$ cat config.mk
export PLATFORM = sky130hd
export DESIGN_NAME = json_string_unescape
export DESIGN_NICKNAME = d
export VERILOG_FILES = /design/src/hw/rtl/jsu_pkg.sv /design/src/hw/rtl/jsu_step.sv /design/src/hw/rtl/json_string_unescape.sv
export SDC_FILE = /design/constraint.sdc
export NUM_CORES = 1
export LEC_CHECK = 0
export ABC_AREA = 1
export BUFFER_PORTS_ARGS = -buffer_cell sky130_fd_sc_hd__buf_2
export CAP_MARGIN = 20
export CORE_MARGIN = 4
export CORE_UTILIZATION = 35
export DETAILED_ROUTE_END_ITERATION = 8
export GPL_TIMING_DRIVEN = 0
export PLACE_DENSITY_LB_ADDON = 0.25
export REMOVE_ABC_BUFFERS = 1
export SLEW_MARGIN = 20
export SYNTH_ARGS = -nofsm -noshare
export SYNTH_HDL_FRONTEND = slang
export SYNTH_SLANG_ARGS = --single-unit
$ cat constraint.sdc
create_clock -name clk -period 4.5 [get_ports clk]
set_input_delay 0.9 -clock clk [delete_from_list [all_inputs] [get_ports clk]]
set_output_delay 0.9 -clock clk [all_outputs]
set_load 0.005 [all_outputs]
$ cat src/hw/rtl/jsu_pkg.sv
// Package for the JSON string unescape block: result kind codes, the
// result word struct and the character constants. No dependencies.
package jsu_pkg;

  localparam logic [1:0] KIND_CHAR  = 2'd0;
  localparam logic [1:0] KIND_CLOSE = 2'd1;
  localparam logic [1:0] KIND_ERROR = 2'd2;

  localparam logic [7:0] CHR_NUL   = 8'h00;
  localparam logic [7:0] CHR_QUOTE = 8'h22;
  localparam logic [7:0] CHR_BSLSH = 8'h5C;
  localparam logic [7:0] CHR_SPACE = 8'h20;
  localparam logic [7:0] CHR_SUBST = 8'h3F;
  localparam logic [15:0] CODE_LIMIT = 16'h0080;

  typedef struct packed {
    logic       valid;
    logic [7:0] data;
    logic [1:0] kind;
  } jsu_res_t;

endpackage

$ cat src/hw/rtl/jsu_step.sv
// Decode step for the JSON string unescape block: mode state machine and
// \u accumulator, one byte per accepted word. Depends on jsu_pkg.
module jsu_step (
  input  logic             clk,
  input  logic             rst_n,
  input  logic             in_fire,
  input  logic [7:0]       in_byte,
  output jsu_pkg::jsu_res_t res
);

  typedef enum logic [1:0] {
    MODE_IDLE = 2'd0,
    MODE_STR  = 2'd1,
    MODE_ESC  = 2'd2,
    MODE_HEX  = 2'd3
  } mode_t;

  mode_t       mode_r, mode_nxt;
  logic [1:0]  hex_cnt_r, hex_cnt_nxt;
  logic [15:0] code_r, code_nxt;
  logic        code_ok_r, code_ok_nxt;

  logic        blank;
  logic        hex_hit;
  logic [3:0]  hex_val;
  logic        ok_acc;
  logic [15:0] code_acc;

  assign blank = (in_byte == jsu_pkg::CHR_SPACE) ||
                 ((in_byte >= 8'h09) && (in_byte <= 8'h0D));

  always_comb begin
    hex_hit = 1'b1;
    hex_val = 4'd0;
    if ((in_byte >= 8'h30) && (in_byte <= 8'h39)) begin
      hex_val = 4'(in_byte - 8'h30);
    end else if ((in_byte >= 8'h61) && (in_byte <= 8'h66)) begin
      hex_val = 4'(in_byte - 8'h57);
    end else if ((in_byte >= 8'h41) && (in_byte <= 8'h46)) begin
      hex_val = 4'(in_byte - 8'h37);
    end else begin
      hex_hit = 1'b0;
    end
  end

  assign ok_acc   = code_ok_r & hex_hit;
  assign code_acc = {code_r[11:0], hex_val};

  always_comb begin
    mode_nxt    = mode_r;
    hex_cnt_nxt = hex_cnt_r;
    code_nxt    = code_r;
    code_ok_nxt = code_ok_r;
    res.valid   = 1'b0;
    res.data    = jsu_pkg::CHR_NUL;
    res.kind    = jsu_pkg::KIND_CHAR;
    case (mode_r)
      MODE_IDLE: begin
        if (in_byte == jsu_pkg::CHR_QUOTE) begin
          mode_nxt = MODE_STR;
        end else if (!blank) begin
          res.valid = 1'b1;
          res.kind  = jsu_pkg::KIND_ERROR;
        end
      end
      MODE_STR: begin
        if (in_byte == jsu_pkg::CHR_NUL) begin
          mode_nxt  = MODE_IDLE;
          res.valid = 1'b1;
          res.kind  = jsu_pkg::KIND_ERROR;
        end else if (in_byte == jsu_pkg::CHR_QUOTE) begin
          mode_nxt  = MODE_IDLE;
          res.valid = 1'b1;
          res.kind  = jsu_pkg::KIND_CLOSE;
        end else if (in_byte == jsu_pkg::CHR_BSLSH) begin
          mode_nxt = MODE_ESC;
        end else begin
          res.valid = 1'b1;
          res.data  = in_byte;
        end
      end
      MODE_ESC: begin
        if (in_byte == jsu_pkg::CHR_NUL) begin
          mode_nxt  = MODE_IDLE;
          res.valid = 1'b1;
          res.kind  = jsu_pkg::KIND_ERROR;
        end else if (in_byte == 8'h75) begin
          mode_nxt    = MODE_HEX;
          hex_cnt_nxt = 2'd0;
          code_nxt    = 16'h0000;
          code_ok_nxt = 1'b1;
        end else begin
          mode_nxt  = MODE_STR;
          res.valid = 1'b1;
          case (in_byte)
            8'h62:   res.data = 8'h08;
            8'h66:   res.data = 8'h0C;
            8'h6E:   res.data = 8'h0A;
            8'h72:   res.data = 8'h0D;
            8'h74:   res.data = 8'h09;
            default: res.data = in_byte;
          endcase
        end
      end
      MODE_HEX: begin
        if (in_byte == jsu_pkg::CHR_NUL) begin
          mode_nxt    = MODE_IDLE;
          hex_cnt_nxt = 2'd0;
          res.valid   = 1'b1;
          res.kind    = jsu_pkg::KIND_ERROR;
        end else begin
          code_nxt    = code_acc;
          code_ok_nxt = ok_acc;
          if (hex_cnt_r == 2'd3) begin
            // fourth digit: give the code if all digits are hex and it is non-zero plain ASCII, else substitute
            hex_cnt_nxt = 2'd0;
            mode_nxt    = MODE_STR;
            res.valid   = 1'b1;
            if (ok_acc && (code_acc != 16'h0000) && (code_acc < jsu_pkg::CODE_LIMIT)) begin
              res.data = code_acc[7:0];
            end else begin
              res.data = jsu_pkg::CHR_SUBST;
            end
          end else begin
            hex_cnt_nxt = hex_cnt_r + 2'd1;
          end
        end
      end
      default: begin
        mode_nxt = MODE_IDLE;
      end
    endcase
  end

  always_ff @(posedge clk) begin
    if (!rst_n) begin
      mode_r    <= MODE_IDLE;
      hex_cnt_r <= 2'd0;
      code_r    <= 16'h0000;
      code_ok_r <= 1'b1;
    end else if (in_fire) begin
      mode_r    <= mode_nxt;
      hex_cnt_r <= hex_cnt_nxt;
      code_r    <= code_nxt;
      code_ok_r <= code_ok_nxt;
    end
  end

endmodule

$ cat src/hw/rtl/json_string_unescape.sv
// Top level of the JSON string unescape block: handshake and result register
// around the decode step. Depends on jsu_pkg and jsu_step.
//
// Usage:
//   Input channel in_valid/in_ready carries one text word (in_text_byte) per
//   transfer; a zero byte marks the end of the text. Outside a string
//   whitespace is skipped and an opening quote enters a string.
//   Result channel out_valid/out_ready carries out_byte and out_kind:
//   kind 0 a decoded character, 1 string closed, 2 error (out_byte is 0
//   for kinds 1 and 2). Bytes that cause no result (quotes opening a string,
//   whitespace outside strings, escape backslashes, the u of \u and \u digits
//   before the fourth) give no word. A result appears in the cycle after its
//   input word is accepted. One word is taken per cycle while the receiver
//   keeps up; in_ready is high whenever the single result register is empty
//   or being emptied. When the receiver stalls, the result is held and
//   in_ready drops until it is taken.
//   Reset (rst_n low, synchronous) empties the result register and returns
//   the decoder to idle outside any string.
module json_string_unescape (
  input  logic       clk,
  input  logic       rst_n,
  input  logic       in_valid,
  output logic       in_ready,
  input  logic [7:0] in_text_byte,
  output logic       out_valid,
  input  logic       out_ready,
  output logic [7:0] out_byte,
  output logic [1:0] out_kind
);

  jsu_pkg::jsu_res_t res;
  logic              in_fire;
  logic              out_valid_r;
  logic [7:0]        out_byte_r;
  logic [1:0]        out_kind_r;

  assign in_ready = !out_valid_r || out_ready;
  assign in_fire  = in_valid && in_ready;

  jsu_step u_step (
    .clk     (clk),
    .rst_n   (rst_n),
    .in_fire (in_fire),
    .in_byte (in_text_byte),
    .res     (res)
  );

  always_ff @(posedge clk) begin
    if (!rst_n) begin
      out_valid_r <= 1'b0;
    end else if (in_fire) begin
      out_valid_r <= res.valid;
    end else if (out_ready) begin
      out_valid_r <= 1'b0;
    end
  end

  // payload loads only with a new result word
  always_ff @(posedge clk) begin
    if (in_fire && res.valid) begin
      out_byte_r <= res.data;
      out_kind_r <= res.kind;
    end
  end

  assign out_valid = out_valid_r;
  assign out_byte  = out_byte_r;
  assign out_kind  = out_kind_r;

endmodule

After elaboration in Yosys (flattened, before gate mapping)
Index checks and enable logic that the tools add are counted.
{ "word_totals": {"regBits": 28, "input_bits": 12, "out_inout_bits": 12, "word_cells": 113} }
{ "classes": {"addsub": 4, "n_lt_le_gt_ge": 9, "n_eq_ne": 19, "muxes": 53, "bitwise_logic": 1, "n_reduce_logical": 20} }
{ "ops": {"columns": ["cell", "count"], "rows": [
  ["8-bit by 7-bit == test with 1-bit output (second input constant)", 7],
  ["8-bit two-way mux", 5],
  ["8-bit case mux with 5 select lines", 1],
  ["12-bit two-way mux", 3],
  ["2-bit two-way mux", 16],
  ["9-bit two-way mux", 3],
  ["12-bit case mux with 2 select lines", 1],
  ["8-bit case mux with 3 select lines", 1],
  ["8-bit by 6-bit == test with 1-bit output (second input constant)", 2],
  ["8-bit by 7-bit greater-or-equal comparator with 1-bit output (second input constant)", 2],
  ["8-bit by 7-bit <= comparator with 1-bit output (second input constant)", 2],
  ["16-bit by 8-bit < comparator with 1-bit output (second input constant)", 1],
  ["16-bit nonzero test", 1],
  ["1-bit two-way mux", 15],
  ["4-bit two-way mux", 3],
  ["8-bit by 4-bit greater-or-equal comparator with 1-bit output (second input constant)", 1],
  ["8-bit by 6-bit greater-or-equal comparator with 1-bit output (second input constant)", 1],
  ["8-bit by 4-bit <= comparator with 1-bit output (second input constant)", 1],
  ["8-bit by 6-bit <= comparator with 1-bit output (second input constant)", 1],
  ["1-bit logical AND", 8],
  ["8-bit logical NOT", 1],
  ["2-bit case mux with 4 select lines", 1],
  ["4-bit AND reduction", 2],
  ["4-bit by 3-bit subtractor with 4-bit output (second input constant)", 2],
  ["other kinds (19)", 25]
]} }

Depth between registers and ports, before layout
{ "depth": {"word_depth": 13, "ltp_mapped": 14, "depth_no_buf": 14} }

Cells and area by module
A second synthesis with hierarchy kept.
{ "unflattened": {"cells_unflattened": 260, "hier_area_um2": 1804.2} }
{ "modules_own_cells": {"columns": ["mod", "instances", "cells_each", "area_per_inst_um2", "seq_area_each_um2"], "rows": [
  ["jsu_step", 1, 239, 1432.6, 340.3],
  ["json_string_unescape", 1, 21, 371.6, 320.3]
]} }

Least setup slack after synthesis
Ideal clock, no wire load.
{ "synth_timing": {"kind": "input -> register", "from": "input in_text_byte[0]", "to": "register out_byte_r[1] (netlist: out_byte[1]), data pin", "setup_time_ns": 0.254, "t_arrival_ns": 2.095, "required_time_ns": 4.246, "setup_slack_ns": 2.150, "stages": 13, "path_buffers": 0, "cell_sequence": "inv_1 ha_1 inv_1 nand3_1 nand3_4 nand2_2 nand2_1 nor2_2 nor2_2 nand2_4 nand3_1 nand2_1 nand2_1"} }
{ "synth_rtl": {"columns": ["element", "line_no", "rtl"], "rows": [
  ["from (decl)", "json_string_unescape.sv:24", "input logic [7:0] in_text_byte,"],
  ["to (signal assigned)", "json_string_unescape.sv:61", "out_byte_r <= res.data;"],
  ["to (decl)", "json_string_unescape.sv:34", "logic [7:0] out_byte_r;"]
]} }

==> summary.md <==
| Metric | Value |
|---|---|
| Die Y | 79.4 um |
| WP data required | approximately 4500 ps |
| Routed Antenna Nets | 0 |
| Detailed Route Iter0 Violations | between 70 and 80 |
| Yosys top cell area share | between 20% and 30% |
| Cell Chain, Critical Path | buf_2 > inv_1 > ha_1 > inv_1 > nand3_1 > nand3_4 > nand2_2 > nand2_1 > nor2_2 > nor2_2 > nand2_4 > nand3_1 > nand2_1 > nand2_1 |
| Vias in the first global route | about 1,500 |
| Die ar. | 6300 um2 |
| Syn Area/Cell | 6.80 um2 |
| Status | finished, final reports clean |
| Ys flop type | dfxtp_1 |
| FILL cells | 537 |
| Area delta synth->final | 13.4% |
| Synthesized area | between 1500 and 2000 um2 |
| PD cells | 257 nW/um2 |
| Synth warn | 0 |
| Initial core utilization | 37.0% |
| Final instance area | between 2000 and 2500 um2 |
| Unrepaired setup endpoints after global routing | no |
| CP arrival | 2540 ps |
| VDD IR max | 0.117 mV |
| Actual slew at the worst max-slew pin | roughly 540 ps |
| Combinational share of power | 10.8% |
| Drc violations | 0 |
| Pin count of the biggest net entering global routing | 17 |
| Netlist cell types | 27 |
| Core Rows | 25 |
| Clk Tree Root Cell | clkbuf_8 |
| Die Wd | 79.4 um |
| WL/cell | 11.5 um |
| Sw Ratio | 22.4% |
| CTS tree | yes |
| Worst Setup Start Kind | primary input |
| H-tree Lvls | 1 |
| Seq cells post-synth | 28 |
| CP max stage delay | 210 ps |
| Core area | between 4000 and 5000 um2 |
| Num CTS Buffers | 3 |
| Hold buffer count at CTS | 0 |
| # setup viols final | 0 |
| P_sw | approximately 120 uW |
| Final period utilization | 55.7% |
| Ant. Diodes | 0 |
| Nets | 304 |
| Synth area leaders | dfxtp_1 20%, nand2_1 17%, edfxtp_1 17% |
| Reg power frac | 51.5% |
| Hold Fails Final Rpt | 0 |
| Area after DPL | 1950 um2 |
| DP HPWL | 3.16 mm |
| Worst-case clock buffer depth | 2 |
| Max Cap Viol | 0 |
| Max-slew violations | 0 |
| Asr flop ratio synth | 0% |
| Setup repair bufs after CTS | 0 |
| Worst-skew pair later-pin latency | roughly 270 ps |
| Most frequent cell after synthesis | nand2_1 |
| Seq/Total Area, Yosys | 37.1% |
| Clk_skew | ~5 ps |
| P_int | 403 uW |
| Antenna violations before repair | 0 |
| Clock sinks | 28 |
| CP top delay family | simple AND/OR/NAND/NOR gates |
| Final WL | 4.04 mm |
| Setup_tns | 0 ps |
| Slew headroom | 63.9% |
| Period minus WS final | 2510 ps |
| Hold Crit Class | reg -> reg |
| Clk slew on worst S/H paths | 90 ps |
| Final Wtd Congestion | 0.938 |
| Reg2reg setup slack | 2690 ps |
| Critical Setup Path Class | in -> reg |
| Post-synth EDFFs | 10 |
| Bufs and invs on worst path | 3 |
| PortBufs | 23 |
| Cell taking the most area after synthesis | dfxtp_1 |
| Pre-Repair DR Iteration Count | 4 |
| Clock power frac | 37.6% |
| Vias | ~1,700 |
| Share of cells above drive strength 1 | 15.1% |
| Count of boundary I/O pins | 24 |
| Commonest cells post-synth | 83 x nand2_1, 30 x nor2_1, 29 x inv_1 |
| Post-cts sizing count | 0 |
| Leakage power | 0.870 nW |
| First-pass GRT wire length | 6.78 mm |
| Setup crit end kind | flop |
| Via density | 4.73 |
| Crit path top cell by count | nand2_1 |
| CP max stage cell | ha_1 |
| Highest clock rate | 399 MHz |
| Congestion Overflow GR | 0 |
| Synth Instances | 262 |
| Hold WS | about 470 ps |
| Crit path max fanout | 7 |
| GRT Overall Usage | between 10% and 20% |
-- cell type report --
class	instances	area [um2]	share of cell area, %
multi-input cells	199	973	48.2
inverters	31	116	5.76
flip-flops and latches	28	661	32.7
well taps	67	83.8	4.15
clock buffers	3	41.3	2.04
repair buffers	23	115	5.70
clock inverters	1	30.0	1.49
-- sequential cells by signal, indices dropped and copies added (netlist names) --
register	count
u_step.code_r	12
u_step.mode_r	2
out_kind	2
u_step.hex_cnt_r	2
u_step.code_ok_r	1
out_valid	1
out_byte	8
-- power by group through the flow --
stage               Sequential, mW  Clock, mW  Combinational (mW)
finish                       0.268      0.196              0.0564
global route                 0.269      0.214              0.0634
CTS                          0.268      0.203              0.0566
detailed placement           0.274          0              0.0563
global placement             0.274          0              0.0566
floorplan                    0.275          0              0.0320
-- cells in the final DEF, fill, tap and decap left out --
master	synthesis	final
a21oi_1	22	22
buf_2	1	23
nand4_1	7	7
nand3_2	1	1
nand3_4	1	1
clkbuf_8	0	3
nand2_4	1	1
inv_2	2	2
nor2_4	3	3
a21boi_0	1	1
nand3b_1	1	1
nor3_1	3	3
inv_1	29	29
o21ai_1	1	1
bufinv_16	0	1
dfxtp_1	18	18
nand2_2	4	4
o21ai_0	5	5
o211ai_1	2	2
nand3_1	22	22
nand2_1	83	83
nor4_1	1	1
nor2_1	30	30
nor2_2	4	4
ha_1	6	6
a31oi_1	1	1
edfxtp_1	10	10
-- metal layers --
layer	routed length, um	global-route usage, %	vias up
met1	1960	18.1	732
met2	1820	21.5	33
met3	223	3.40	4
li1	-	-	896
met5	0	0	-
met4	38	4.64	0
-- per-stage QoR --
step | power [mW] | setup WS (ps) | cells | util, %
detailed placement | 0.330 | 1700 | 348 | 40.5
floorplan | 0.307 | 2150 | 258 | -
CTS | 0.527 | 2000 | 352 | 41.9
global route | 0.546 | 1840 | 352 | 41.9
global placement | 0.330 | 1680 | 348 | 40.5
finish | 0.520 | 1990 | 352 | 41.9
-- worst paths after layout --
check                                         to             start  cells past startpoint
worst min-delay path            u_step.code_r[8]  u_step.code_r[8]                      2
worst max-delay path                 out_byte[3]   in_text_byte[0]                     14
worst min register to register  u_step.code_r[8]  u_step.code_r[8]                      2
worst max register to register       out_kind[0]  u_step.mode_r[1]                      8
-- tightest hold or removal path: stages (launching register included) --
cell and delay [ps]:
dfxtp_1 320, nand2_1 60, a21oi_1 50
-- logic make-up after synthesis --
| kind of cell | after synthesis | share of synthesized area [%] |
|---|---|---|
| buffers and inverters | 35 | 8.29 |
| DFF | 28 | 37.1 |
| AOI/OAI and AO/OA | 32 | 9.48 |
| and+or+nand+nor | 161 | 40.9 |
| adders and majority gates | 6 | 4.21 |
Note: power is estimated with default switching activity, not from simulation.
